## config.mk

```make
export PLATFORM = sky130hd
export DESIGN_NAME = vss_lane
export DESIGN_NICKNAME = d
export VERILOG_FILES = /design/src/rtl/vss_pkg.sv /design/src/rtl/vss_lane.sv
export SDC_FILE = /design/constraint.sdc
export NUM_CORES = 2
export LEC_CHECK = 0
export ABC_AREA = 1
export ABC_CLOCK_PERIOD_IN_PS = 8700
export BUFFER_PORTS_ARGS = -buffer_cell sky130_fd_sc_hd__clkbuf_2
export CAP_MARGIN = 20
export CORE_ASPECT_RATIO = 1.75
export CORE_UTILIZATION = 30
export DETAILED_ROUTE_END_ITERATION = 6
export GPL_TIMING_DRIVEN = 0
export SLEW_MARGIN = 20
export SYNTH_ARGS = -nofsm -noshare
export SYNTH_HDL_FRONTEND = slang
export SYNTH_SLANG_ARGS = --single-unit
```

## constraint.sdc

```tcl
create_clock -name clk_i -period 8.7 [get_ports clk_i]
set_clock_uncertainty 0.15 [all_clocks]
set_input_delay 1.305 -clock clk_i [delete_from_list [all_inputs] [get_ports clk_i]]
set_output_delay 1.305 -clock clk_i [all_outputs]
set_load 0.03 [all_outputs]
```

## src/rtl/vss_pkg.sv

```systemverilog
package vss_pkg;

  localparam int Lanes    = 4;
  localparam int LaneIdxW = 2;
  localparam int LaneCntW = 3;
  localparam int ElemW    = 16;
  localparam int ProdW    = 2 * ElemW;
  localparam int AccW     = 48;
  localparam int TotW     = 13;
  localparam int MaxDim   = 4096;
  localparam int FracOut  = 30;
  localparam int WideW    = 2 * AccW;
  localparam int NumW     = AccW + FracOut;
  localparam int StepW    = 7;

  localparam logic [1:0] MetricCos  = 2'd0;
  localparam logic [1:0] MetricDot  = 2'd1;
  localparam logic [1:0] MetricEuc  = 2'd2;
  localparam logic [1:0] MetricNone = 2'd3;

  typedef struct packed {
    logic signed [ProdW-1:0] dot;
    logic [ProdW-1:0]        aa;
    logic [ProdW-1:0]        bb;
    logic [ProdW-1:0]        dd;
  } lane_prod_t;

  typedef struct packed {
    logic signed [AccW-1:0] dot;
    logic [AccW-1:0]        na;
    logic [AccW-1:0]        nb;
    logic [AccW-1:0]        dsq;
    logic                   clip;
  } snap_t;

endpackage

```

## src/rtl/vss_lane.sv

```systemverilog
module vss_lane (
  input  logic                              clk_i,
  input  logic                              load_i,
  input  logic signed [vss_pkg::ElemW-1:0]  a_i,
  input  logic signed [vss_pkg::ElemW-1:0]  b_i,
  output vss_pkg::lane_prod_t               prod_o
);

  logic signed [vss_pkg::ProdW-1:0]   ab;
  logic signed [vss_pkg::ProdW-1:0]   aa;
  logic signed [vss_pkg::ProdW-1:0]   bb;
  logic signed [vss_pkg::ElemW:0]     diff;
  logic signed [vss_pkg::ProdW+1:0]   dd;
  vss_pkg::lane_prod_t                prod_d, prod_q;

  assign ab   = a_i * b_i;
  assign aa   = a_i * a_i;
  assign bb   = b_i * b_i;
  assign diff = (vss_pkg::ElemW+1)'(a_i) - (vss_pkg::ElemW+1)'(b_i);
  assign dd   = diff * diff;

  always_comb begin
    prod_d.dot = ab;
    prod_d.aa  = unsigned'(aa);
    prod_d.bb  = unsigned'(bb);
    // |a-b| stays below 2^16, so the square fits the low bits
    prod_d.dd  = unsigned'(dd[vss_pkg::ProdW-1:0]);
  end

  always_ff @(posedge clk_i) begin
    if (load_i) begin
      prod_q <= prod_d;
    end
  end

  assign prod_o = prod_q;

endmodule

```

# Word level (Yosys, flattened, before mapping)
# Index checks and enable logic that the tools add are counted.
# totals
reg_bits	128
in_bits	34
out_inout_bits	128
wordCells	9
# op_classes
add_sub_neg	1
n_mul	4
# ops
operator	count
multiplier 16 x 16 -> 32 bit	3
multiplier 17 x 17 -> 32 bit	1
subtractor 16 x 16 -> 17 bit	1

# Depth between registers and ports, before layout
# logic_depth
ltp_word	2
mapped_depth	37
depth_no_buf	36

# Worst setup path before layout
# No wires, ideal clock.
# synth_timing
kind	input port to flip-flop
startpoint	input a_i[0] (netlist bit)
endpoint	register prod_q (netlist bit prod_o[30]) (data pin)
setup_time_ns	0.259
arrival_time_ns	7.804
required_ns	8.291
slack_ns	0.487
stages	23
path_buffers	2
cell_sequence	clkbuf_1 inv_1 ha_1 fa_1 xnor2_1 inv_1 clkbuf_1 nor2_1 fa_1 fa_1 inv_1 fa_1 fa_1 fa_1 fa_1 inv_1 ha_1 nand2_1 nor2_1 nand2_1 or2_2 nand3_1 xor2_1
# synth_via
elab_chain_cells	2
# synth_lines
item	line_no	source
start, declared	vss_lane.sv:4	input logic signed [vss_pkg::ElemW-1:0] a_i,
subtractor 16 x 16 -> 17 bit	vss_lane.sv:19	assign diff = (vss_pkg::ElemW+1)'(a_i) - (vss_pkg::ElemW+1)'(b_i);
multiplier 17 x 17 -> 32 bit	vss_lane.sv:20	assign dd = diff * diff;
via dd, one bit	vss_lane.sv:13	logic signed [vss_pkg::ProdW+1:0] dd;
end signal, assigned	vss_lane.sv:32	prod_q <= prod_d;
end, declared	vss_lane.sv:14	vss_pkg::lane_prod_t prod_d, prod_q;
# The timed path passes the listed nets, and every way through them passes these cells.
# A chain may end at the register's enable or synchronous reset.

# Worst setup path in the final report
# layout_timing
startpoint	input b_i[13] (netlist bit)
endpoint	register prod_q (netlist bit prod_o[31]) (data pin)
# layout_via
elab_chain_cells	2
# layout_lines
item	line_no	source
start, declared	vss_lane.sv:5	input logic signed [vss_pkg::ElemW-1:0] b_i,
subtractor 16 x 16 -> 17 bit	vss_lane.sv:19	
multiplier 17 x 17 -> 32 bit	vss_lane.sv:20	
via dd, one bit	vss_lane.sv:13	
# The timed path passes the listed nets, and every way through them passes these cells.

==> reports/qor.yml <==
setup_viol: 0
rsz0062_at_grt: "yes"
tightest_slew_ns: 1.24
fmax_mhz: 118
vias_per_cell: 4.66
synth_area_um2: 43300
final_area_um2: 47400
min_period_ns: 8.50
pre_cts_ws_ns: -2.42
drt_pre_antenna_iters: 7
ys_seq_area_frac: 0.0868
io-pin-count: 162
nNetsFinal: 6587
syn_inst: 5010
final_core_util: 0.330
cts.sinks: 125
synth_top_area_share: 0.464
core-area_um2: 143000
hpwl_um: 118000
wirelength_um: 137000
hold_viol: 0
grt_max_degree: 72
track_usage: 0.196
synth_edf_count: 125
drtAntennaViolNets: 0
drc_errors: 1
drv_slew: 0
endpoint_kind: "flop"
cts_root_buf: "clkbuf_16"
rows: 184
syn_to_final_growth_pct: 9.50
synth_ff_type: "edfxtp_1"
critPathLaunch: "b_i[13]"
first_global_vias: 36900
cp-endpoint: "prod_o[31]"
crit_required_ns: 8.80
drv_cap: 0
cp-start-kind: "input port"
finalWeightedCongestion: 0.994
synth.area.top_cells: "fa_1, inv_1, ha_1"
drive_gt1_frac: 0.0546
die_height_um: 504
synth_cell_types: 49
clkTransAtPathRegs_ns: 0.06
final.setup.worst_slack_ns: 0.203
hold_class: "input port to flop"
syn_area_per_cell_um2: 8.63
avgRoutedWirePerCell_um: 19.5
h-tree-depth: 4
ys_ff_latch: 125
numCtsBuffers: 25
cp.arrival_ns: 8.60
cp_max_fo: 15
ys_warn_count: 0
ys_async_sr_fraction: 0
overflow: 0
via_count: 32900
largest_reg_flops: 125
dieArea_um2: 146000
status: "finished, violations left"
critPathMaxStageDelay_ns: 0.64
initial_core_util: 0.302
path_class: "input port to flop"
die-width_um: 289
cpMaxStageDelayCell: "fa_1"
failed_checks: "DRC"
portBuffers: 158
synth_top_area_cell: "fa_1"
drt_iter0_markers: 1642
antenna_found_initial: 16
clockBufferDepth: 3
slew_headroom: 0.175
grt_pass1_wl_um: 210000
fin_crit_sh: 0.977
cts_tree: "built"
post_dp_cell_area_um2: 46400
## routing by layer
| layer | routed length [µm] | up-vias | share of wire | global-route usage |
|---|---|---|---|---|
| met2 | 74200 | 1126 | 0.54 | 0.368 |
| met5 | 180 | - | 0.0013 | 0 |
| met4 | 12900 | 30 | 0.094 | 0.150 |
| li1 | - | 14700 | - | - |
| met1 | 43000 | 16500 | 0.31 | 0.186 |
| met3 | 7250 | 538 | 0.053 | 0.0319 |
## kinds of logic (layout without fill, tap and decap cells)
| family | count (synthesis) | count (layout) | synth area share |
|---|---|---|---|
| AND/OR/NAND/NOR | 1325 | 1325 | 0.122 |
| adder cells (fa/ha/maj) | 1358 | 1358 | 0.567 |
| XOR/XNOR | 155 | 155 | 0.0325 |
| other | 1 | 4 | 0.0000867 |
| buffers and inverters | 1739 | 1926 | 0.152 |
| flip-flops | 125 | 125 | 0.0868 |
| AO/OA/AOI/OAI | 307 | 307 | 0.0399 |
## worst min path at each step
stage | depth (start not counted) | startpoint | slack, ns | endpoint
6_report | 1 | a_i[0] | 0.99 | prod_o[64]
5_1_grt | 1 | a_i[0] | 0.97 | prod_o[64]
4_1_cts | 1 | a_i[0] | 0.95 | prod_o[64]
3_5_place_dp | 1 | a_i[0] | 1.54 | prod_o[64]
3_3_place_gp | 1 | a_i[0] | 1.54 | prod_o[64]
2_1_floorplan | 0 | b_i[0] | 1.25 | prod_o[32]
## placed cells by master, fill, tap and decap left out, types with 15 or more instances in the layout
cell       count
nand3_1       95
o21ai_0       79
clkbuf_2     147
nor2_1       246
nand2_1      884
xor2_1        97
clkbuf_1      90
o21bai_1      15
nand4_1       24
nor3_1        33
clkbuf_16     25
fa_1        1000
ha_1         348
inv_1       1606
xnor2_1       49
a21o_1        22
a21oi_1      145
buf_4         18
edfxtp_1     125
## cells in the mapped netlist, drive strengths merged, types with 2 or more instances
master and n:
o31ai 3, a21o 23, nor2 258, nor4 2, and2 2, o211ai 7
o21bai 16, a21boi 6, nor3 33, ha 356, nand3b 6, nand3 97
o21a 5, clkbuf 102, a31o 3, inv 1616, xnor2 51, or2 11
xor2 104, edfxtp 125, nor3b 2, o21ai 83, a21oi 154, buf 20
fa 1002, a31oi 3, nand2 889, nand4 24
## cell type report
cell class                      instances  area (µm²)
Multi-Input combinational cell       3148       33200
Inverter                             1617        6090
Clock buffer                           27         633
Clock inverter                          4        18.8
Buffer                                109         457
Antenna cell                            1        2.50
Tap cell                             1860        2330
Timing Repair Buffer                  169         931
Sequential cell                       125        3750
Fill cell                           15100       96100
## metrics by stage
stage / std cells / hold slack [ns] / TNS [ns]
2_1_floorplan: 5012 / 1.25 / 0
3_3_place_gp: 7030 / 1.54 / -42.14
3_5_place_dp: 7031 / 1.54 / -42.88
4_1_cts: 7054 / 0.952 / 0
5_1_grt: 7060 / 0.967 / -0.141
6_report: 7060 / 0.986 / 0
## critical path, delay by kind of cell
kind | cells | cell delay [ns]
AND/OR/NAND/NOR | 7 | 0.89
adder cells (fa/ha/maj) | 8 | 4.04
buffers and inverters | 7 | 1.10
AO/OA/AOI/OAI | 6 | 1.24
## timing repair
item	in CTS	in global routing
resized for setup	39	40
gates cloned	0	0
hold buffers	0	0
pin swaps	0	1
endpoints found under the setup margin	23	15
setup buffers	5	5
Power is not shown: default switching activity piles up to over one toggle a cycle in this logic, so the estimate is an artifact.
