[config.mk]
export PLATFORM = sky130hd
export DESIGN_NAME = vss_backend
export DESIGN_NICKNAME = d
export VERILOG_FILES = /design/src/rtl/vss_pkg.sv /design/src/rtl/vss_backend.sv
export SDC_FILE = /design/constraint.sdc
export NUM_CORES = 2
export LEC_CHECK = 0
export BUFFER_PORTS_ARGS = -buffer_cell sky130_fd_sc_hd__buf_4
export CAP_MARGIN = 20
export CORE_ASPECT_RATIO = 1.75
export CORE_MARGIN = 2
export CORE_UTILIZATION = 35
export DETAILED_ROUTE_END_ITERATION = 16
export PLACE_DENSITY = 0.55
export SYNTH_ARGS = -nofsm -noshare
export SYNTH_HDL_FRONTEND = slang
export SYNTH_SLANG_ARGS = --single-unit
[constraint.sdc]
create_clock -name clk_i -period 7.4 [get_ports clk_i]
set_input_delay 0.74 -clock clk_i [delete_from_list [all_inputs] [get_ports clk_i]]
set_output_delay 0.74 -clock clk_i [all_outputs]
set_load 0.01 [all_outputs]
[src/rtl/vss_pkg.sv]
package vss_pkg;

  localparam int Lanes    = 4;
  localparam int LaneIdxW = 2;
  localparam int LaneCntW = 3;
  localparam int ElemW    = 16;
  localparam int ProdW    = 2 * ElemW;
  localparam int AccW     = 48;
  localparam int TotW     = 13;
  localparam int MaxDim   = 4096;
  localparam int FracOut  = 30;
  localparam int WideW    = 2 * AccW;
  localparam int NumW     = AccW + FracOut;
  localparam int StepW    = 7;

  localparam logic [1:0] MetricCos  = 2'd0;
  localparam logic [1:0] MetricDot  = 2'd1;
  localparam logic [1:0] MetricEuc  = 2'd2;
  localparam logic [1:0] MetricNone = 2'd3;

  typedef struct packed {
    logic signed [ProdW-1:0] dot;
    logic [ProdW-1:0]        aa;
    logic [ProdW-1:0]        bb;
    logic [ProdW-1:0]        dd;
  } lane_prod_t;

  typedef struct packed {
    logic signed [AccW-1:0] dot;
    logic [AccW-1:0]        na;
    logic [AccW-1:0]        nb;
    logic [AccW-1:0]        dsq;
    logic                   clip;
  } snap_t;

endpackage

[src/rtl/vss_backend.sv]
module vss_backend (
  input  logic                              clk_i,
  input  logic                              rst_ni,
  input  logic                              hand_i,
  input  logic [1:0]                        metric_i,
  input  vss_pkg::snap_t                    snap_i,
  output logic                              ready_o,
  output logic                              out_valid_o,
  input  logic                              out_ready_i,
  output logic signed [vss_pkg::AccW-1:0]   sim_o,
  output logic                              sat_o
);

  typedef enum logic [2:0] {StIdle, StMul, StSqrt, StPost, StDiv, StClamp, StFin} state_e;

  localparam int AccW = vss_pkg::AccW;
  localparam logic [AccW-1:0] PosMax = {1'b0, {(AccW-1){1'b1}}};
  localparam logic [AccW-1:0] NegMin = {1'b1, {(AccW-1){1'b0}}};

  state_e                          state_q;
  logic [1:0]                      met_q;
  logic                            neg_q, clip_q, rclip_q;
  logic [AccW-1:0]                 mag_q, mula_q, mulb_q, root_q;
  logic [vss_pkg::WideW-1:0]       wide_q;
  logic [AccW+1:0]                 rem_q;
  logic [vss_pkg::NumW-1:0]        num_q, quo_q;
  logic [vss_pkg::StepW-1:0]       cnt_q;
  logic [AccW-1:0]                 res_q;
  logic                            ov_q, osat_q;
  logic [AccW-1:0]                 osim_q;

  logic [AccW+1:0]                 sq_rem, sq_trial;
  logic [AccW:0]                   dv_rem;

  assign sq_rem   = {rem_q[AccW-1:0], wide_q[vss_pkg::WideW-1 -: 2]};
  assign sq_trial = {root_q, 2'b01};
  assign dv_rem   = {rem_q[AccW-1:0], num_q[vss_pkg::NumW-1]};

  always_ff @(posedge clk_i or negedge rst_ni) begin
    if (!rst_ni) begin
      state_q <= StIdle;
      ov_q    <= 1'b0;
      met_q   <= '0;
      neg_q   <= 1'b0;
      clip_q  <= 1'b0;
      rclip_q <= 1'b0;
      mag_q   <= '0;
      mula_q  <= '0;
      mulb_q  <= '0;
      root_q  <= '0;
      wide_q  <= '0;
      rem_q   <= '0;
      num_q   <= '0;
      quo_q   <= '0;
      cnt_q   <= '0;
      res_q   <= '0;
      osim_q  <= '0;
      osat_q  <= 1'b0;
    end else begin
      if (ov_q && out_ready_i && (state_q != StFin)) begin
        ov_q <= 1'b0;
      end
      case (state_q)
        StIdle: begin
          if (hand_i) begin
            met_q   <= metric_i;
            clip_q  <= snap_i.clip;
            rclip_q <= 1'b0;
            neg_q   <= snap_i.dot[AccW-1];
            mag_q   <= snap_i.dot[AccW-1] ? unsigned'(-snap_i.dot) : unsigned'(snap_i.dot);
            cnt_q   <= '0;
            rem_q   <= '0;
            root_q  <= '0;
            case (metric_i)
              vss_pkg::MetricCos: begin
                mula_q  <= snap_i.na;
                mulb_q  <= snap_i.nb;
                wide_q  <= '0;
                state_q <= StMul;
              end
              vss_pkg::MetricDot: begin
                res_q   <= unsigned'(snap_i.dot);
                state_q <= StFin;
              end
              vss_pkg::MetricEuc: begin
                wide_q  <= {{(vss_pkg::WideW-vss_pkg::NumW){1'b0}}, snap_i.dsq,
                            {vss_pkg::FracOut{1'b0}}};
                state_q <= StSqrt;
              end
              default: begin
                res_q   <= '0;
                state_q <= StFin;
              end
            endcase
          end
        end
        StMul: begin
          // shift-add, multiplier bits taken msb first
          wide_q <= {wide_q[vss_pkg::WideW-2:0], 1'b0} +
                    (mulb_q[AccW-1] ? {{AccW{1'b0}}, mula_q} : '0);
          mulb_q <= {mulb_q[AccW-2:0], 1'b0};
          if (cnt_q == vss_pkg::StepW'(AccW - 1)) begin
            cnt_q   <= '0;
            state_q <= StSqrt;
          end else begin
            cnt_q <= cnt_q + 1'b1;
          end
        end
        StSqrt: begin
          // one root bit per cycle from the top two radicand bits
          if (sq_rem >= sq_trial) begin
            rem_q  <= sq_rem - sq_trial;
            root_q <= {root_q[AccW-2:0], 1'b1};
          end else begin
            rem_q  <= sq_rem;
            root_q <= {root_q[AccW-2:0], 1'b0};
          end
          wide_q <= {wide_q[vss_pkg::WideW-3:0], 2'b00};
          if (cnt_q == vss_pkg::StepW'(AccW - 1)) begin
            cnt_q   <= '0;
            state_q <= StPost;
          end else begin
            cnt_q <= cnt_q + 1'b1;
          end
        end
        StPost: begin
          if (met_q == vss_pkg::MetricEuc) begin
            res_q   <= -root_q;
            state_q <= StFin;
          end else if (root_q == '0) begin
            res_q   <= '0;
            state_q <= StFin;
          end else begin
            num_q   <= {mag_q, {vss_pkg::FracOut{1'b0}}};
            quo_q   <= '0;
            rem_q   <= '0;
            state_q <= StDiv;
          end
        end
        StDiv: begin
          if (dv_rem >= {1'b0, root_q}) begin
            rem_q <= (AccW+2)'(dv_rem - {1'b0, root_q});
            quo_q <= {quo_q[vss_pkg::NumW-2:0], 1'b1};
          end else begin
            rem_q <= (AccW+2)'(dv_rem);
            quo_q <= {quo_q[vss_pkg::NumW-2:0], 1'b0};
          end
          num_q <= {num_q[vss_pkg::NumW-2:0], 1'b0};
          if (cnt_q == vss_pkg::StepW'(vss_pkg::NumW - 1)) begin
            cnt_q   <= '0;
            state_q <= StClamp;
          end else begin
            cnt_q <= cnt_q + 1'b1;
          end
        end
        StClamp: begin
          if (!neg_q) begin
            if (quo_q > vss_pkg::NumW'(PosMax)) begin
              res_q   <= PosMax;
              rclip_q <= 1'b1;
            end else begin
              res_q <= quo_q[AccW-1:0];
            end
          end else begin
            if (quo_q > vss_pkg::NumW'(NegMin)) begin
              res_q   <= NegMin;
              rclip_q <= 1'b1;
            end else begin
              res_q <= -quo_q[AccW-1:0];
            end
          end
          state_q <= StFin;
        end
        StFin: begin
          // hold the result until the output register frees up
          if (!ov_q || out_ready_i) begin
            osim_q  <= res_q;
            osat_q  <= clip_q | rclip_q;
            ov_q    <= 1'b1;
            state_q <= StIdle;
          end
        end
        default: state_q <= StIdle;
      endcase
    end
  end

  assign ready_o     = state_q == StIdle;
  assign out_valid_o = ov_q;
  assign sim_o       = signed'(osim_q);
  assign sat_o       = osat_q;

endmodule

-- Word-level counts from Yosys, hierarchy flattened
Cells that the tools add are included.
- flip-flop bits (word level): 605
- input port bits: 199
- output and inout port bits: 51
- logic and storage cells: 137
- add/sub/neg operators: 7
- $lt $le $gt $ge: 4
- eq/ne operators: 25
- mux-type cells: 53
- bitwise operators: 1
- reduce and logical (&&, ||, !) cells: 29
- operators by type and width (kind ; count):
    48-bit 2-to-1 mux ; 16
    78-bit 2-to-1 mux ; 4
    78-bit one-hot mux with 2 select lines ; 2
    48-bit one-hot mux with 2 select lines ; 3
    96-bit one-hot mux with 3 select lines ; 1
    48-bit one-hot mux with 4 select lines ; 1
    96-bit one-hot mux with 2 select lines ; 1
    48-bit negation ; 3
    48-bit one-hot mux with 3 select lines ; 1
    96-bit by 48-bit adder with 96-bit output ; 1
    96-bit 2-to-1 mux ; 1
    48-bit subtractor ; 2
    78-bit by 47-bit greater-than comparator with 1-bit output (second input constant) ; 1
    78-bit by 48-bit greater-than comparator with 1-bit output (second input constant) ; 1
    50-bit greater-or-equal comparator ; 1
    49-bit by 48-bit greater-or-equal comparator with 1-bit output ; 1
    48-bit zero test ; 1
    7-bit 2-to-1 mux ; 3
    3-bit one-hot mux with 7 select lines ; 1
    7-bit one-hot mux with 3 select lines ; 1
    2-bit != test (second input constant) ; 8
    3-bit 2-to-1 mux ; 5
    3-bit != test (second input constant) ; 4
    3-bit AND reduction ; 4
    other kinds (27) ; 52

-- Longest topological paths before layout
- depth after elaboration: 5
- gate-level depth with buffers: 16
- depth with buffers taken out: 14

-- Least setup slack after synthesis
No wires, ideal clock.
- path kind: flip-flop to flip-flop
- start point: register mulb_q[47]
- end point: register wide_q[39] (netlist bit)
- library setup time: 0.119 ns
- data arrival time: 3.747 ns
- data required time: 7.281 ns
- slack: 3.534 ns
- stages on the path, launching flop included: 15
- path buffers: 1
- clock period less this slack: 3.866 ns
- cells stage by stage: dfrtp_1 clkbuf_1 and2_1 ha_1 fa_1 a211oi_1 o21ai_0 a211oi_1 o21ai_1 a2111oi_0 o21ai_0 a221o_1 a221oi_1 xnor2_1 o21ba_2
- word-level cells in the longest chain between the ends: 3
- RTL lines (element ; RTL line ; text):
    start, declared ; vss_backend.sv:23 ; logic [AccW-1:0] mag_q, mula_q, mulb_q, root_q;
    start signal, assigned ; vss_backend.sv:77 ; mulb_q <= snap_i.nb;
    start signal, assigned ; vss_backend.sv:101 ; mulb_q <= {mulb_q[AccW-2:0], 1'b0};
    48-bit 2-to-1 mux ; vss_backend.sv:100 ; (mulb_q[AccW-1] ? {{AccW{1'b0}}, mula_q} : '0);
    96-bit by 48-bit adder with 96-bit output ; vss_backend.sv:99 ; wide_q <= {wide_q[vss_pkg::WideW-2:0], 1'b0} +
    96-bit one-hot mux with 3 select lines ; vss_backend.sv:63 ; case (state_q)
    end signal, assigned ; vss_backend.sv:86 ; wide_q <= {{(vss_pkg::WideW-vss_pkg::NumW){1'b0}}, snap_i.dsq,
    end signal, assigned ; vss_backend.sv:99 ;
    end signal, assigned ; vss_backend.sv:118 ; wide_q <= {wide_q[vss_pkg::WideW-3:0], 2'b00};
    end, declared ; vss_backend.sv:24 ; logic [vss_pkg::WideW-1:0] wide_q;
No other way between the ends.
A chain may end at the register's enable or synchronous reset.

-- Worst setup path after layout
- start point: register mulb_q[47]
- end point: register wide_q[91] (netlist bit)
The elaborated chain is that of the path after synthesis.

==> out/metrics.yaml <==
status:
  outcome: "complete, no violations"
logic_synthesis:
  ys_seq_area_share_pct: 38.25
  synth_edf_count: 0
  synthCells: 4359
  yosys.area_share.simple_pct: 17.12
  yosysMostFrequentCell: "dfrtp_1"
  ys_types: 95
  synth_warnings: 0
  syn_nets: 4710
  netlist_top_cells_area: "dfrtp_1 (38%), o21ai_0 (6.3%), nand2_1 (5.7%), ha_1 (5.0%), a21oi_1 (4.2%)"
  avgSynthCellArea_um2: 8.630
  synth_top_area_share_pct: 38.25
  ys.flop_type: "dfrtp_1"
  synth_top_family_by_area: "compound AO/OA/AOI/OAI gates"
  synth_fa_ha_area_share_pct: 5.095
  synth-seq-cells: 575
  yosysTopAreaCell: "dfrtp_1"
  async_flop_share_pct: 100.0
  synth_xor_area_share_pct: 6.682
  synthMuxAreaShare_pct: 6.362
  syn_area_um2: 37620
  synth_top_cells_by_count: "dfrtp_1 (575), nand2_1 (574), o21ai_0 (470), a21oi_1 (312), nor2_1 (258)"
  synth_compound_area_share_pct: 22.53
die:
  initial_core_util_pct: 35.15
  core_um2: 107000
  die_width_um: 251.8
  std_cell_rows: 159
  dieArea_um2: 110200
  dieHeight_um: 437.7
  ioPinCount: 250
worst_setup_path:
  critical_path_buf_inv_count: 1
  path_cells: "buf_4 > and2_1 > ha_1 > fa_1 > a211oi_1 > o21ai_0 > a211oi_1 > o31a_1 > nor3_1 > o21ai_1 > a211oi_1 > nand4_1 > xor2_1 > o21ai_0"
  crit_top_cell: "a211oi_1"
  endpoint_kind: "register"
  crit_family: "compound AO/OA/AOI/OAI gates"
  crit_arrival_ns: 5.56
  max_stage_delay_ns: 1.01
  cpMaxStageDelayCell: "a211oi_1"
  crit_required_ns: 7.94
  cp_max_fo: 37
  crit_type: "register to register"
  start_kind: "register"
placed_design:
  gp_congestion: 0.9211
  post-place-ws_ns: 2.321
  port_buffers: 249
  hpwl_mm: 90.17
  dpl-instance-area_um2: 40650
detailed_routing:
  wl_mm: 121.3
  top_layer: "met5"
  drcViolationCount: 0
  met3_length_mm: 4.756
  avgViaCountPerCell: 5.657
  met2_length_mm: 65.56
  m1WireLength_mm: 44.68
  firstDrtPassIters: 7
  wl_per_cell_um: 20.68
  ant_nets: 0
  vias: 33190
  drtIter0Drc: 2345
cts:
  path_clk_slew_ns: 0.07
  h-tree-depth: 2
  cts_tree: "built"
  cts_hold_buf: 0
  cts-root-buf: "clkbuf_16"
  cts_sinks: 575
  clk_latency_ns: 0.69
  clockBufferDepth: 3
  cts_buffers: 60
  post-cts-setup-buffer-count: 0
  cts_resized: 0
timing:
  hold_ws_ns: 0.05679
  max_slew_margin_pct: 24.56
  finalCritPeriodShare_pct: 67.78
  fmaxAchievable_ghz: 0.1994
  setup_ws_ns: 2.384
  finalMaxSlewViolations: 0
  final_hold_viol_count: 0
  tightest_slew_ns: 1.125
  rsz0062_at_grt: "no"
  finalCriticalPeriod_ns: 5.016
  setup_viol: 0
  tns_ns: 0
  fin_skew_ns: 0.03925
power:
  p_leak_nw: 18.39
  p_total_mw: 24.12
  power-per-cell-area_nw_per_um2: 563.9
  ir_drop_mv: 0.3625
layout:
  final_nets: 4799
  area_delta_synth_final_pct: 13.67
  drive_gt1_share_pct: 12.57
  design_area_um2: 42760
min_path:
  hp-class: "input port to asynchronous set/reset pin"
grt:
  antenna_found_initial: 5
  overflow: 0
  track_usage_pct: 21.68
  grt_pass1_wl_mm: 190.7
  grt_max_degree: 127
  grt_pass1_vias: 33810
flow_run:
  cap_violations: 0
-- layout make-up --
cell class / instances / area [um2]
inverters: 108 / 405.4
diodes: 2 / 5.005
multi-input cells: 3401 / 21860
fillers: 10850 / 64270
clock buffers: 75 / 1648
clock inverters: 35 / 405.4
repair buffers: 302 / 2340
well taps: 1368 / 1712
flip-flops and latches: 575 / 14390
-- layer usage --
layer | vias up | track usage (%)
met2 | 799 | 41.86
met1 | 16080 | 23.02
met5 | - | 0
met3 | 272 | 2.609
met4 | 6 | 10.40
li1 | 16030 | -
-- cells by family after synthesis --
logic type / Yosys count
adders and majority gates: 152
muxes: 227
AOI/OAI and AO/OA: 1357
buffers and inverters: 383
xor gates and xnor gates: 287
and+or+nand+nor: 1378
DFF: 575
-- report_power, final --
| group | internal (mW) | switching [mW] | leakage, nW |
|---|---|---|---|
| Combinational | 5.93 | 9.49 | 9.91 |
| Sequential | 4.38 | 1.09 | 7.47 |
| Clock | 1.80 | 1.43 | 1.00 |
-- worst reg2reg max path, cell delays in order, from the launching register on --
cell and delay, ns:
dfrtp_1 0.51, buf_4 0.38, and2_1 0.20, ha_1 0.17, fa_1 0.25, a211oi_1 0.13, o21ai_0 0.25, a211oi_1 0.18
o31a_1 0.43, nor3_1 0.54, o21ai_1 0.33, a211oi_1 1.01, nand4_1 0.22, xor2_1 0.18, o21ai_0 0.08
-- path summary, 6_finish.rpt --
path	start	end	slack [ns]	cells after the start
worst min-delay path	rst_ni	mula_q[12]$_DFFE_PN0P_	0.06	1
min in group clk_i	snap_i[0]	clip_q$_DFFE_PN0P_	0.28	3
worst min register to register	num_q[53]$_DFFE_PN0P_	num_q[54]$_DFFE_PN0P_	0.47	2
worst max register to register	mulb_q[47]$_DFFE_PN0P_	wide_q[91]$_DFFE_PN0P_	2.38	14
worst max-delay path	mulb_q[47]$_DFFE_PN0P_	wide_q[91]$_DFFE_PN0P_	2.38	14
max in group asynchronous	rst_ni	mulb_q[45]$_DFFE_PN0P_	5.57	3
-- cell usage in the layout (no fill, tap or decap), types with 31 or more instances in the layout --
cell type	count
dfrtp_1	574
o21ai_0	470
mux2i_1	130
nand2_1	569
o21ai_1	46
clkbuf_16	60
xor2_1	145
xnor2_1	142
inv_1	108
nor4_1	37
mux2_2	97
o21bai_1	31
o31ai_1	32
a222oi_1	53
a221oi_1	58
and2_1	53
buf_4	294
nand3_1	126
nor2_1	256
nand4_1	55
a21oi_1	311
a22oi_1	55
ha_1	150
a21o_1	62
nor3_1	97
-- through the flow --
stage | cells | util (%)
finish | 5866 | 39.95
global route | 5866 | 39.95
CTS | 5861 | 39.90
detailed placement | 5751 | 37.98
global placement | 5750 | 37.98
floorplan | 4359 | -
-- state kept, by name, indices dropped and copies added, names as in the netlist --
register / cells
rem_q: 48
res_q: 48
root_q: 48
state_q: 3
wide_q: 96
out_valid_o: 1
quo_q: 78
mag_q: 48
mulb_q: 48
clip_q: 1
mula_q: 48
neg_q: 1
cnt_q: 7
rclip_q: 1
sim_o: 48
num_q: 48
sat_o: 1
met_q: 2
No activity file was read; power rests on OpenSTA's default activity.
