--- src/rtl/vss_pkg.sv ---
package vss_pkg;

  localparam int Lanes    = 4;
  localparam int LaneIdxW = 2;
  localparam int LaneCntW = 3;
  localparam int ElemW    = 16;
  localparam int ProdW    = 2 * ElemW;
  localparam int AccW     = 48;
  localparam int TotW     = 13;
  localparam int MaxDim   = 4096;
  localparam int FracOut  = 30;
  localparam int WideW    = 2 * AccW;
  localparam int NumW     = AccW + FracOut;
  localparam int StepW    = 7;

  localparam logic [1:0] MetricCos  = 2'd0;
  localparam logic [1:0] MetricDot  = 2'd1;
  localparam logic [1:0] MetricEuc  = 2'd2;
  localparam logic [1:0] MetricNone = 2'd3;

  typedef struct packed {
    logic signed [ProdW-1:0] dot;
    logic [ProdW-1:0]        aa;
    logic [ProdW-1:0]        bb;
    logic [ProdW-1:0]        dd;
  } lane_prod_t;

  typedef struct packed {
    logic signed [AccW-1:0] dot;
    logic [AccW-1:0]        na;
    logic [AccW-1:0]        nb;
    logic [AccW-1:0]        dsq;
    logic                   clip;
  } snap_t;

endpackage

--- src/rtl/vss_acc.sv ---
module vss_acc (
  input  logic                          clk_i,
  input  logic                          rst_ni,
  input  logic                          start_i,
  input  logic [vss_pkg::LaneCntW-1:0]  n_i,
  input  logic                          last_i,
  input  vss_pkg::lane_prod_t           prod_i [vss_pkg::Lanes],
  input  logic                          be_ready_i,
  output logic                          busy_o,
  output logic                          hand_o,
  output vss_pkg::snap_t                snap_o
);

  typedef enum logic [1:0] {StIdle, StFold, StHand} state_e;

  state_e                               state_q;
  logic [vss_pkg::LaneCntW-1:0]         idx_q, n_q;
  logic                                 last_q;
  logic signed [vss_pkg::AccW-1:0]      dot_q;
  logic [vss_pkg::AccW-1:0]             na_q, nb_q, dsq_q;
  logic [vss_pkg::TotW-1:0]             tot_q;
  logic                                 clip_q;

  vss_pkg::lane_prod_t                  sel;
  logic signed [vss_pkg::AccW:0]        dot_s;
  logic [vss_pkg::AccW:0]               na_s, nb_s, dsq_s;
  logic signed [vss_pkg::AccW-1:0]      dot_d;
  logic [vss_pkg::AccW-1:0]             na_d, nb_d, dsq_d;
  logic                                 ovf_d;
  logic                                 full;

  localparam logic [vss_pkg::AccW-1:0] PosMax = {1'b0, {(vss_pkg::AccW-1){1'b1}}};
  localparam logic [vss_pkg::AccW-1:0] NegMin = {1'b1, {(vss_pkg::AccW-1){1'b0}}};

  assign sel  = prod_i[idx_q[vss_pkg::LaneIdxW-1:0]];
  assign full = tot_q >= vss_pkg::TotW'(vss_pkg::MaxDim);

  always_comb begin
    dot_s = (vss_pkg::AccW+1)'(dot_q) + (vss_pkg::AccW+1)'(sel.dot);
    na_s  = {1'b0, na_q} + (vss_pkg::AccW+1)'(sel.aa);
    nb_s  = {1'b0, nb_q} + (vss_pkg::AccW+1)'(sel.bb);
    dsq_s = {1'b0, dsq_q} + (vss_pkg::AccW+1)'(sel.dd);
    ovf_d = 1'b0;
    if (dot_s[vss_pkg::AccW] != dot_s[vss_pkg::AccW-1]) begin
      dot_d = dot_s[vss_pkg::AccW] ? signed'(NegMin) : signed'(PosMax);
      ovf_d = 1'b1;
    end else begin
      dot_d = dot_s[vss_pkg::AccW-1:0];
    end
    // norms never go negative: only the top clamp applies
    if (na_s[vss_pkg::AccW-1]) begin
      na_d = PosMax;
      ovf_d = 1'b1;
    end else begin
      na_d = na_s[vss_pkg::AccW-1:0];
    end
    if (nb_s[vss_pkg::AccW-1]) begin
      nb_d = PosMax;
      ovf_d = 1'b1;
    end else begin
      nb_d = nb_s[vss_pkg::AccW-1:0];
    end
    if (dsq_s[vss_pkg::AccW-1]) begin
      dsq_d = PosMax;
      ovf_d = 1'b1;
    end else begin
      dsq_d = dsq_s[vss_pkg::AccW-1:0];
    end
  end

  always_ff @(posedge clk_i or negedge rst_ni) begin
    if (!rst_ni) begin
      state_q <= StIdle;
      idx_q   <= '0;
      n_q     <= '0;
      last_q  <= 1'b0;
      dot_q   <= '0;
      na_q    <= '0;
      nb_q    <= '0;
      dsq_q   <= '0;
      tot_q   <= '0;
      clip_q  <= 1'b0;
    end else begin
      case (state_q)
        StIdle: begin
          if (start_i) begin
            idx_q   <= '0;
            n_q     <= n_i;
            last_q  <= last_i;
            state_q <= StFold;
          end
        end
        StFold: begin
          if (idx_q < n_q) begin
            idx_q <= idx_q + 1'b1;
            if (full) begin
              // drop elements past the maximum dimension
              clip_q <= 1'b1;
            end else begin
              dot_q  <= dot_d;
              na_q   <= na_d;
              nb_q   <= nb_d;
              dsq_q  <= dsq_d;
              tot_q  <= tot_q + 1'b1;
              clip_q <= clip_q | ovf_d;
            end
          end else begin
            state_q <= last_q ? StHand : StIdle;
          end
        end
        StHand: begin
          if (be_ready_i) begin
            dot_q   <= '0;
            na_q    <= '0;
            nb_q    <= '0;
            dsq_q   <= '0;
            tot_q   <= '0;
            clip_q  <= 1'b0;
            state_q <= StIdle;
          end
        end
        default: state_q <= StIdle;
      endcase
    end
  end

  assign busy_o      = state_q != StIdle;
  assign hand_o      = (state_q == StHand) && be_ready_i;
  assign snap_o.dot  = dot_q;
  assign snap_o.na   = na_q;
  assign snap_o.nb   = nb_q;
  assign snap_o.dsq  = dsq_q;
  assign snap_o.clip = clip_q;

endmodule

--- config.mk ---
export PLATFORM = sky130hd
export DESIGN_NAME = vss_acc
export DESIGN_NICKNAME = d
export VERILOG_FILES = /design/src/rtl/vss_pkg.sv /design/src/rtl/vss_acc.sv
export SDC_FILE = /design/constraint.sdc
export NUM_CORES = 1
export LEC_CHECK = 0
export BUFFER_PORTS_ARGS = -buffer_cell sky130_fd_sc_hd__buf_2
export CAP_MARGIN = 10
export CORE_AREA = 2 2 279 281
export CTS_CLUSTER_DIAMETER = 40
export CTS_CLUSTER_SIZE = 28
export DETAILED_ROUTE_END_ITERATION = 10
export DIE_AREA = 0 0 281 283
export HOLD_SLACK_MARGIN = 0.06
export PLACE_DENSITY = 0.5
export SKIP_CTS_REPAIR_TIMING = 1
export SYNTH_ARGS = -nofsm -noshare
export SYNTH_HDL_FRONTEND = slang
export SYNTH_SLANG_ARGS = --single-unit
export TNS_END_PERCENT = 5
--- constraint.sdc ---
create_clock -name clk_i -period 4.81 [get_ports clk_i]
set_input_delay 0.481 -clock clk_i [delete_from_list [all_inputs] [get_ports clk_i]]
set_output_delay 0.481 -clock clk_i [all_outputs]
set_load 0.005 [all_outputs]
# After elaboration in Yosys (flattened, before gate mapping)
# Index checks and enable logic that the tools add are counted.
# word_totals
reg_bits,215
input_bits,520
out_inout_bits,195
# classes
addsub,6
magnitude_cmp,3
n_eq_ne,8
mux,41
bitwise_logic,2
n_reduce_logical,10
# ops
op,count
48-bit 2-to-1 mux,11
48-bit one-hot mux with 2 select lines,4
128-bit binary-select mux with 2-bit select,1
128-bit 2-to-1 mux,2
48-bit by 32-bit adder with 48-bit output,3
47-bit 2-to-1 mux,3
48-bit by 32-bit adder with 49-bit output,1
13-bit 2-to-1 mux,3
13-bit one-hot mux with 2 select lines,1
13-bit by 1-bit adder with 13-bit output (second input constant),1
13-bit greater-or-equal comparator (second input constant),1
2-bit != test (second input constant),5
3-bit AND reduction,3
2-bit 2-to-1 mux,4
1-bit 2-to-1 mux,7
3-bit 2-to-1 mux,2
2-bit one-hot mux with 3 select lines,1
3-bit one-hot mux with 2 select lines,1
2-bit nonzero test,3
4-bit AND reduction,1
3-bit by 1-bit adder with 3-bit output (second input constant),1
3-bit greater-or-equal comparator (second input constant),1
3-bit < comparator,1
2-bit NOT with 3-bit output,1
8 further kinds,8

# Logic depth before layout (Yosys ltp)
# Gate-level depths: netlist (run 1).
# depth
word_depth,14
depth_mapped,18
depth_no_buf,14

# Least setup slack after synthesis (run 1)
# Ideal clock, no wire load.
# synth_path
kind,register to register
from,register idx_q[0] (netlist bit)
to,register dot_q[38] (netlist bit)
setup_time_ns,0.131
t_arrival_ns,4.496
slack_ns,0.182
stages_incl_launch_ff,19
n_path_buf,5
period_less_slack_ns,4.628
path_cell_list,dfrtp_1 > clkbuf_1 > clkbuf_1 > buf_1 > mux4_2 > ha_1 > fa_1 > a211oi_1 > nor2_1 > o31ai_1 > o221ai_1 > nand2_2 > o31ai_4 > a31oi_4 > nand3_1 > o311ai_1 > buf_4 > buf_6 > o21ai_1
# synth_between
elab_chain_cells,10
word_cells_on_any_way,14
cone_classes,1 x add/sub; 1 x order compare; 2 x eq/ne; 8 x mux; 1 x bitwise; 1 x reduce/logical
# synth_lines
item,line,source
from (decl),vss_acc.sv:17,"logic [vss_pkg::LaneCntW-1:0] idx_q, n_q;"
from (signal assigned),vss_acc.sv:95,idx_q <= idx_q + 1'b1;
2-bit NOT with 3-bit output (not written as such),vss_acc.sv:35,assign sel = prod_i[idx_q[vss_pkg::LaneIdxW-1:0]];
128-bit binary-select mux with 2-bit select,vss_acc.sv:35,
128-bit 2-to-1 mux (not written as such) (2 in a row),vss_acc.sv:35,
48-bit by 32-bit adder with 49-bit output,vss_acc.sv:39,dot_s = (vss_pkg::AccW+1)'(dot_q) + (vss_pkg::AccW+1)'(sel.dot);
48-bit 2-to-1 mux / 1-bit != test (equally long branches),"vss_acc.sv:45, vss_acc.sv:44",
48-bit 2-to-1 mux,vss_acc.sv:44,if (dot_s[vss_pkg::AccW] != dot_s[vss_pkg::AccW-1]) begin
48-bit 2-to-1 mux,vss_acc.sv:96,if (full) begin
48-bit 2-to-1 mux,vss_acc.sv:94,if (idx_q < n_q) begin
48-bit one-hot mux with 2 select lines,vss_acc.sv:84,case (state_q)
to (signal assigned),vss_acc.sv:100,dot_q <= dot_d;
to (decl),vss_acc.sv:19,logic signed [vss_pkg::AccW-1:0] dot_q;
# Parallel ways exist; a longest one is shown, timed or not. The select of a mux whose other input is x is not followed.
# A chain may end at the register's enable or synchronous reset.

# Worst setup path after layout (run 1)
# layout_path
from,register idx_q[0] (netlist bit)
to,register nb_q[46] (netlist bit)
# layout_between
elab_chain_cells,9
word_cells_on_any_way,12
cone_classes,1 x add/sub; 1 x order compare; 1 x eq/ne; 7 x mux; 1 x bitwise; 1 x reduce/logical
# layout_lines
item,line,source
2-bit NOT with 3-bit output (not written as such),vss_acc.sv:35,
128-bit binary-select mux with 2-bit select,vss_acc.sv:35,
128-bit 2-to-1 mux (not written as such) (2 in a row),vss_acc.sv:35,
48-bit by 32-bit adder with 48-bit output,vss_acc.sv:41,"nb_s = {1'b0, nb_q} + (vss_pkg::AccW+1)'(sel.bb);"
47-bit 2-to-1 mux,vss_acc.sv:57,if (nb_s[vss_pkg::AccW-1]) begin
48-bit 2-to-1 mux,vss_acc.sv:96,
48-bit 2-to-1 mux,vss_acc.sv:94,
48-bit one-hot mux with 2 select lines,vss_acc.sv:84,
to (signal assigned),vss_acc.sv:102,nb_q <= nb_d;
to (decl),vss_acc.sv:20,"logic [vss_pkg::AccW-1:0] na_q, nb_q, dsq_q;"
# Parallel ways exist; a longest one is shown, timed or not. The select of a mux whose other input is x is not followed.

==> results, run 1 <==
- The H-tree was split into 2 levels.
- The most common cell in the netlist is nand2_1.
- By area the synthesized netlist is led by dfrtp_1 (26%), mux4_2 (14%), ha_1 (9.2%).
- Counting every sink on the clock net gives about 210.
- The cell area after placement is 25,200 sq um.
- The floorplan has slightly above 100 rows.
- The final cycle utilization of the critical path is ~93%.
- VDD sags by at most between 0.3 and 0.4 mV.
- Clock tree synthesis selected as its root buffer the cell clkbuf_16.
- After the first detailed-routing iteration, the DRC count stood at a little over 1,000.
- Entering global routing, the biggest net connects 97 pins.
- The count of flip-flops with a built-in enable after synthesis is 0.
- The number of antenna violations at the first check in global routing is 11.
- The worst hold-check path type is input port to flip-flop.
- The kind of capture point of the worst setup path is a flip-flop.
- The worst-margin pin slew is between 0.9 and 1 ns.
- The final hold violation count came to 0.
- The worst-case clock buffer depth is 3.
- The estimated wirelength of the detail-placed design is 67.2 mm.
- By count the netlist is led by nand2_1 (222), dfrtp_1 (212), a21oi_1 (208), nor2_1 (162), ha_1 (149).
- Excluding fillers, the count of instances in the completed layout stands at 4,049.
- The worst path required time is approximately 5.3 ns.
- The areal power density over the cells is between 900 and 1000 nW/um^2.
- The finished cells cover roughly 27,000 sq um.
- The launch point of the worst path is idx_q[0]$_DFFE_PN0P_.
- The worst-path maximum fanout is 16.
- The startpoint identified for the worst register-to-register timing path is idx_q[0]$_DFFE_PN0P_.
- For this run, the total global-route usage over all layers was measured as 20.7%.
- The total via count after detailed routing is slightly above 20,000.
- The cell area after technology mapping is between 20,000 and 25,000 sq um.
- The area share of the largest cell type after synthesis is 26.2%.
- In this run, CTS created clock tree buffers numbering 57.
- The number of filler instances in the final layout is 8,040.
- Setup repair after global routing left no endpoint under its margin.
- The final-stage net count is around 3,600.
- The first global-routing pass estimated 127 mm of wire.
- The total wirelength of the detailed-routed design is ~85 mm.
- The per-instance average area after synthesis is ~9.0 sq um.
- In this run, distinct cell masters in the synthesized netlist total between 90 and 100.
- The number of input and output port buffers inserted is 711.
- For this run, the number of Yosys warnings is 0.
- For this run, the leading register cell type out of synthesis is dfrtp_1.
- Timing would allow up to approximately 220 MHz.
- The die covers 79,500 sq um.
- The fraction of layout cells with a size suffix above 1 is 35.6%.
- Data arrives at the worst endpoint at 4.97 ns.
- The routed design could run at a clock period as short as 4.48 ns.
- In this run the remaining antenna-violating nets after routing total 0.
- The highest layer touched by signal routing is met5.
- The instance count of the mapped netlist is 2,253.
- The height of the die is 283 um.
- Once placement completed, the tool counted placed cells totaling 3,935.
- After detailed routing, the average wire length per cell comes to roughly 21 um.
- The clock arrives with 0.0262 ns of skew.
- The worst hold path startpoint is n_i[2].
- The number of pins exceeding their max-slew limit in the final report is 0.
- The synthesized design contains approximately 210 register bits.
- The worst setup path is of the flip-flop to flip-flop kind.
- At the end of routability-driven placement, the weighted congestion stood at 0.867.
- The count of boundary I/O pins is between 700 and 800.
- Relative to the synthesized area, the layout overhead comes to 35.2%.
- The synthesized design spends more area on one cell type than any other, namely dfrtp_1.
- The overall overflow remaining after global route is 0.
- The via count of the first global-routing pass was between 20,000 and 25,000.
- The remaining design rule violation count is 0.
- The flow ran to the end, and the final reports show no timing, DRC or antenna violations.
- Of all flip-flops after synthesis, the portion carrying an async set or reset was 100%.
- The number of max-cap violations is 0.
- STA classifies the critical path startpoint as a flip-flop.
- The clock latency at the later pin of the worst-skew pair is ~0.60 ns.
- The TritonCTS clock tree is built.
- The detailed-routed wire length on met2 is between 40 and 50 mm.
- The pre-antenna-repair detailed-routing pass consisted of 5 iterations.
- The floorplan step set the die width to between 200 and 300 um.
- In the routed layout, each cell is associated on average with a via count of slightly above 5.
- Measured against its own limit, the worst slew margin works out to roughly two fifths.
- The core footprint is 76,700 sq um.
- The routed length on met3 is 5.12 mm.
- For this run, the register share of the synthesized area comes to 26.2%.
- The leakage power is around 13 nW.
- The clock-pin transition on the worst setup and hold timing paths is around 0.040 ns.
- The post-route setup TNS is 0 ns.
- The effective utilization at floorplan is roughly a quarter.
- For this block, wires on met1 add up to 34.0 mm.
- The total of endpoints with negative setup slack in the final report is 0.
==> metrics by stage <==
stage	hold slack, ns	setup WS (ns)	utilization, %	power (mW)
after global routing	0.0855	0.0206	35.6	27.8
after detailed placement	0.497	0.233	32.8	21.3
after CTS	-0.112	0.229	35.6	25.7
after global placement	0.493	0.335	32.8	21.3
after floorplan	0.185	0.182	-	15.9
final	0.108	0.334	35.6	25.5
==> flip-flops by register name, summed over array words and instances (netlist names) <==
signal and count:
na_q 47, n_q 3, tot_q 13, dsq_q 47
dot_q 48, clip_q 1, idx_q 3, last_q 1
nb_q 47, state_q 2
==> where the power goes <==
group          internal, mW  switching (mW)
clock                  3.01            1.25
sequential             2.66           0.807
combinational          7.43            10.3
total                  13.1            12.4
==> final timing paths <==
check | end | slack [ns] | cells after the start
max | nb_q[46]$_DFFE_PN0P_ | 0.33 | 16
min reg2reg | na_q[28]$_DFFE_PN0P_ | 0.50 | 2
min | n_q[2]$_DFFE_PN0P_ | 0.11 | 3
min in group asynchronous | dsq_q[37]$_DFFE_PN0P_ | 0.49 | 2
max in group asynchronous | dot_q[21]$_DFFE_PN0P_ | 3.23 | 3
max reg2reg | nb_q[46]$_DFFE_PN0P_ | 0.33 | 16
==> cell families after synthesis <==
family / after synthesis / share of synthesized area, %
mux: 138 / 14.8
simple gates: 694 / 16.3
buf+inv: 190 / 3.92
flops: 212 / 26.2
xor+xnor: 127 / 5.60
compound gates: 738 / 23.5
other cells: 1 / 0.0186
fa+ha+maj: 153 / 9.62
==> area by class of cell <==
type / count / area [sq um] / area share, %
multi-input cells: 1853 / 14200 / 51.9
flip-flops and latches: 212 / 5310 / 19.4
repair buffers: 777 / 4180 / 15.3
clock buffers: 74 / 1600 / 5.87
well taps: 1040 / 1300 / 4.76
clock inverters: 33 / 519 / 1.90
inverters: 54 / 203 / 0.742
diodes: 6 / 15.0 / 0.0550
==> routing by layer <==
layer  global-route usage [%]  vias up
met3                     4.42      137
li1                         -     9929
met1                     23.8     9832
met2                     37.3      697
met5                        0        -
met4                     8.06        8
==> placed cells by master (no fill, tap or decap), types with 11 or more instances in the layout <==
master and instances:
a311oi_1 11, and3_1 20, nor3_1 44, o211ai_1 11, o21ai_0 145, buf_2 710
mux4_2 128, nand3_1 100, or3_1 11, clkinv_2 11, and2_1 14, bufinv_16 13
clkbuf_16 59, xor2_1 47, o21bai_1 23, ha_1 149, xnor2_1 79, a31oi_1 48
a21oi_1 208, o21ai_1 56, dfrtp_1 210, nand2b_1 18, a211oi_1 31, buf_4 56
nor2b_1 22, inv_1 53, a21o_1 75, o21a_1 21, nand4_1 24, nor2_1 160
nand2_1 222
==> critical path: stages (launching register included) <==
cell and delay [ns]:
dfrtp_4 0.56, buf_12 0.20, buf_12 0.20, buf_4 0.20, mux4_2 0.55, ha_1 0.39, nand2_1 0.10, o21ai_1 0.24
a31oi_1 0.10, o21ai_1 0.26, a21oi_1 0.17, or2_1 0.28, o22a_1 0.21, nor2_2 0.20, buf_4 0.23, and4b_1 0.20
a211oi_1 0.24
Note: power is estimated with default switching activity, not from simulation.
==> run 2, diff against run 1 <==
--- a/config.mk
+++ b/config.mk
@@ -7,13 +7,12 @@
 export LEC_CHECK = 0
 export BUFFER_PORTS_ARGS = -buffer_cell sky130_fd_sc_hd__buf_2
 export CAP_MARGIN = 10
-export CORE_AREA = 2 2 279 281
+export CORE_UTILIZATION = 24
 export CTS_CLUSTER_DIAMETER = 40
 export CTS_CLUSTER_SIZE = 28
 export DETAILED_ROUTE_END_ITERATION = 10
-export DIE_AREA = 0 0 281 283
 export HOLD_SLACK_MARGIN = 0.06
-export PLACE_DENSITY = 0.5
+export PLACE_DENSITY = 0.47
 export SKIP_CTS_REPAIR_TIMING = 1
 export SYNTH_ARGS = -nofsm -noshare
 export SYNTH_HDL_FRONTEND = slang
==> run 2 against run 1 <==
Via count rose by 2.0%. First-iteration DRC count fell by 5.5%. Critical path depth fell by 2. Maximum frequency fell by 0.17%.
==> results, run 2 (synthesis results as in run 1) <==
- The final core utilization is approximately a third.
- The total of endpoints with negative setup slack in the final report is 0.
- The met3 usage is under 10%.
- ~720 I/O pins were placed.
- The routability congestion estimate is approximately 0.89.
- The layer flagged by global routing as most heavily used is met2.
- The first TritonRoute pass finished after 5 iterations.
- The fraction of met1 tracks used by global routing is between 20% and 30%.
- The number of antenna violations at the first check in global routing came to 4.
- The top cell types in the final layout, fill and taps aside, are buf_2 (710), nand2_1 (222), dfrtp_1 (210).
- Compared with the post-synthesis result, the final layout area differs by 37.5%.
- The global-route usage over all layers is between 10% and 20%.
- In the final layout, the share of cells above drive strength 1 is a little over a third.
- The CTS buffer count is between 60 and 70.
- Counting along the longest clock path gives a buffer depth of 3.
- The maximum resistive drop on vdd is 0.521 mV.
- The CTS root buffer is clkbuf_16.
- Based on the critical path, the design can be clocked at up to approximately 220 MHz.
- The number of max-cap violations is 0.
- The worst hold path stage count is 3.
- The startpoint identified for the worst hold timing path is n_i[2].
- The violation count after the first detailed-route iteration is 980.
- STA classifies the critical path startpoint as a flip-flop.
- The source of the worst register-to-register timing path is idx_q[0]$_DFFE_PN0P_.
- For the pin with the worst max-slew slack, the measured transition is 0.815 ns.
- In the routed design, unresolved DRC markers number 0.
- The pin count of the biggest net entering global routing is 99.
- The number of flip-flops in the largest register is 48.
- The number of input and output port buffers inserted is about 710.
- The critical path class is flip-flop to flip-flop.
- The area of the die is 85,400 sq um.
- The detail route stage leaves a number of antenna-violating nets equal to 0.
- The register with the highest flop count is dot_q.
- The final layout contains routed wiring with a total length of about 85 mm.
- Hold is met by between 0.08 and 0.09 ns.
- The number of pins exceeding their max-slew limit in the final report was 0.
- The worst hold path belongs to the class input port to flip-flop.
- The width of the die is between 200 and 300 um.
- Once detailed placement completed, the half-perimeter wirelength came to approximately 67 mm.
- STA classifies the critical path endpoint as a flip-flop.
- The average via count per standard cell is 5.10.
- Setup repair after global routing left no endpoint under its margin.
- Global routing consumed, on the met2 layer, about a third of the routing resources.
- Dividing total power by cell area gives a power density of 938 nW/um^2.
- Data on the critical path is required at its endpoint by 5.31 ns.
- After layout, the minimum clock period comes to between 4 and 5 ns.
- Headroom to the max-slew limit came out at between 40% and 50%.
- The core footprint is 83,600 sq um.
- The clock arrives with 0.0294 ns of skew.
- The worst hold path terminates at n_q[2]$_DFFE_PN0P_.
- For this block, the via count after detailed routing is between 20,000 and 25,000.
- The final cycle utilization of the critical path is 93.2%.
- The first global-routing pass estimated 129 mm of wire.
- The via count of the first global-routing pass is around 21,000.
- The worst-path maximum fanout is 36.
- For flop-to-flop paths, the worst setup slack is 0.33 ns.
- Row generation in the floorplan step produced between 100 and 150 rows.
- The clock sink total is 212.
- Dividing the detail-routed wire length by the instance count gives 20.5 um.
- The final hold violation count was 0.
- Leaving out fill and tap cells, the most frequent cell in the layout is buf_2.
- The launch point of the worst path is idx_q[0]$_DFFE_PN0P_.
- The floorplan step set the die height to 292 um.
- After global routing the overflow that remains totals 0.
- For this configuration, the core starts out at a cell density of between 20% and 30%.
- After clock tree synthesis, the clock-pin slew on the worst setup and hold paths is 0.05 ns.
- The final-stage net count is approximately 3,700.
- The flow ran to the end, and the final reports show no timing, DRC or antenna violations.
- The depth of the most critical reg-to-reg path is 14.
- In this run the static leakage power is approximately 13 nW.
- The data arrival time of the critical path is between 4 and 5 ns.
- Clock latency on the worst-skew pair, taken at its later pin, is about 0.62 ns.
- TritonCTS built the clock tree.
- The CTS H-tree depth is 2.
- The worst reg2reg path endpoint is clip_q$_DFFE_PN0P_.
run 2: per-stage QoR:
| step | total power, mW | setup WS [ns] | instances | TNS [ns] | instance area [sq um] |
|---|---|---|---|---|---|
| finish | 26.1 | 0.326 | 4123 | 0 | 27800 |
| floorplan | 15.9 | 0.182 | 2255 | 0 | 20200 |
| detailed placement | 21.6 | -0.0169 | 4005 | -0.0169 | 25500 |
| global route | 28.5 | 0.0202 | 4123 | 0 | 27800 |
| global placement | 21.7 | -0.0758 | 4005 | -0.0758 | 25500 |
| CTS | 26.4 | -0.0337 | 4118 | -0.0337 | 27700 |
run 2: per-layer routing:
| layer | share of wire, % | vias up | wire (um) |
|---|---|---|---|
| li1 | - | 10019 | - |
| met1 | 40 | 10120 | 33900 |
| met3 | 5.8 | 140 | 4890 |
| met4 | 4.1 | 2 | 3470 |
| met5 | 0.022 | - | 19 |
| met2 | 50 | 734 | 42400 |
run 2: worst max-delay path by stage:
stage	endpoint	slack (ns)
final	clip_q$_DFFE_PN0P_	0.33
after global routing	na_q[41]$_DFFE_PN0P_	0.02
after CTS	clip_q$_DFFE_PN0P_	-0.03
after detailed placement	clip_q$_DFFE_PN0P_	-0.02
after global placement	clip_q$_DFFE_PN0P_	-0.08
after floorplan	dot_q[38]$_DFFE_PN0P_	0.18
run 2: worst max-delay path: stages, from the launching register on:
cell,delay (ns)
dfrtp_4,0.46
buf_12,0.19
buf_16,0.27
mux4_2,0.64
ha_1,0.35
a211oi_2,0.31
o21ai_2,0.14
a221oi_4,0.35
o22a_1,0.26
a21oi_4,0.10
a21oi_4,0.22
or3_4,0.19
nand2_4,0.09
or4_1,0.52
o21a_1,0.20
run 2: power by group:
part,switching [mW],leakage (nW),internal [mW],total [mW]
combinational,10.4,9.29,7.67,18.1
sequential,0.814,2.62,2.66,3.47
clock,1.34,1.11,3.21,4.55
total,12.5,13.0,13.5,26.1
run 2: layout make-up:
| cell class | count | area [sq um] |
|---|---|---|
| fillers | 8781 | 55800 |
| multi-input cells | 1853 | 14200 |
| flip-flops and latches | 212 | 5310 |
| repair buffers | 808 | 4430 |
| clock buffers | 70 | 1630 |
| well taps | 1080 | 1350 |
| clock inverters | 43 | 659 |
| inverters | 54 | 203 |
| diodes | 3 | 7.51 |
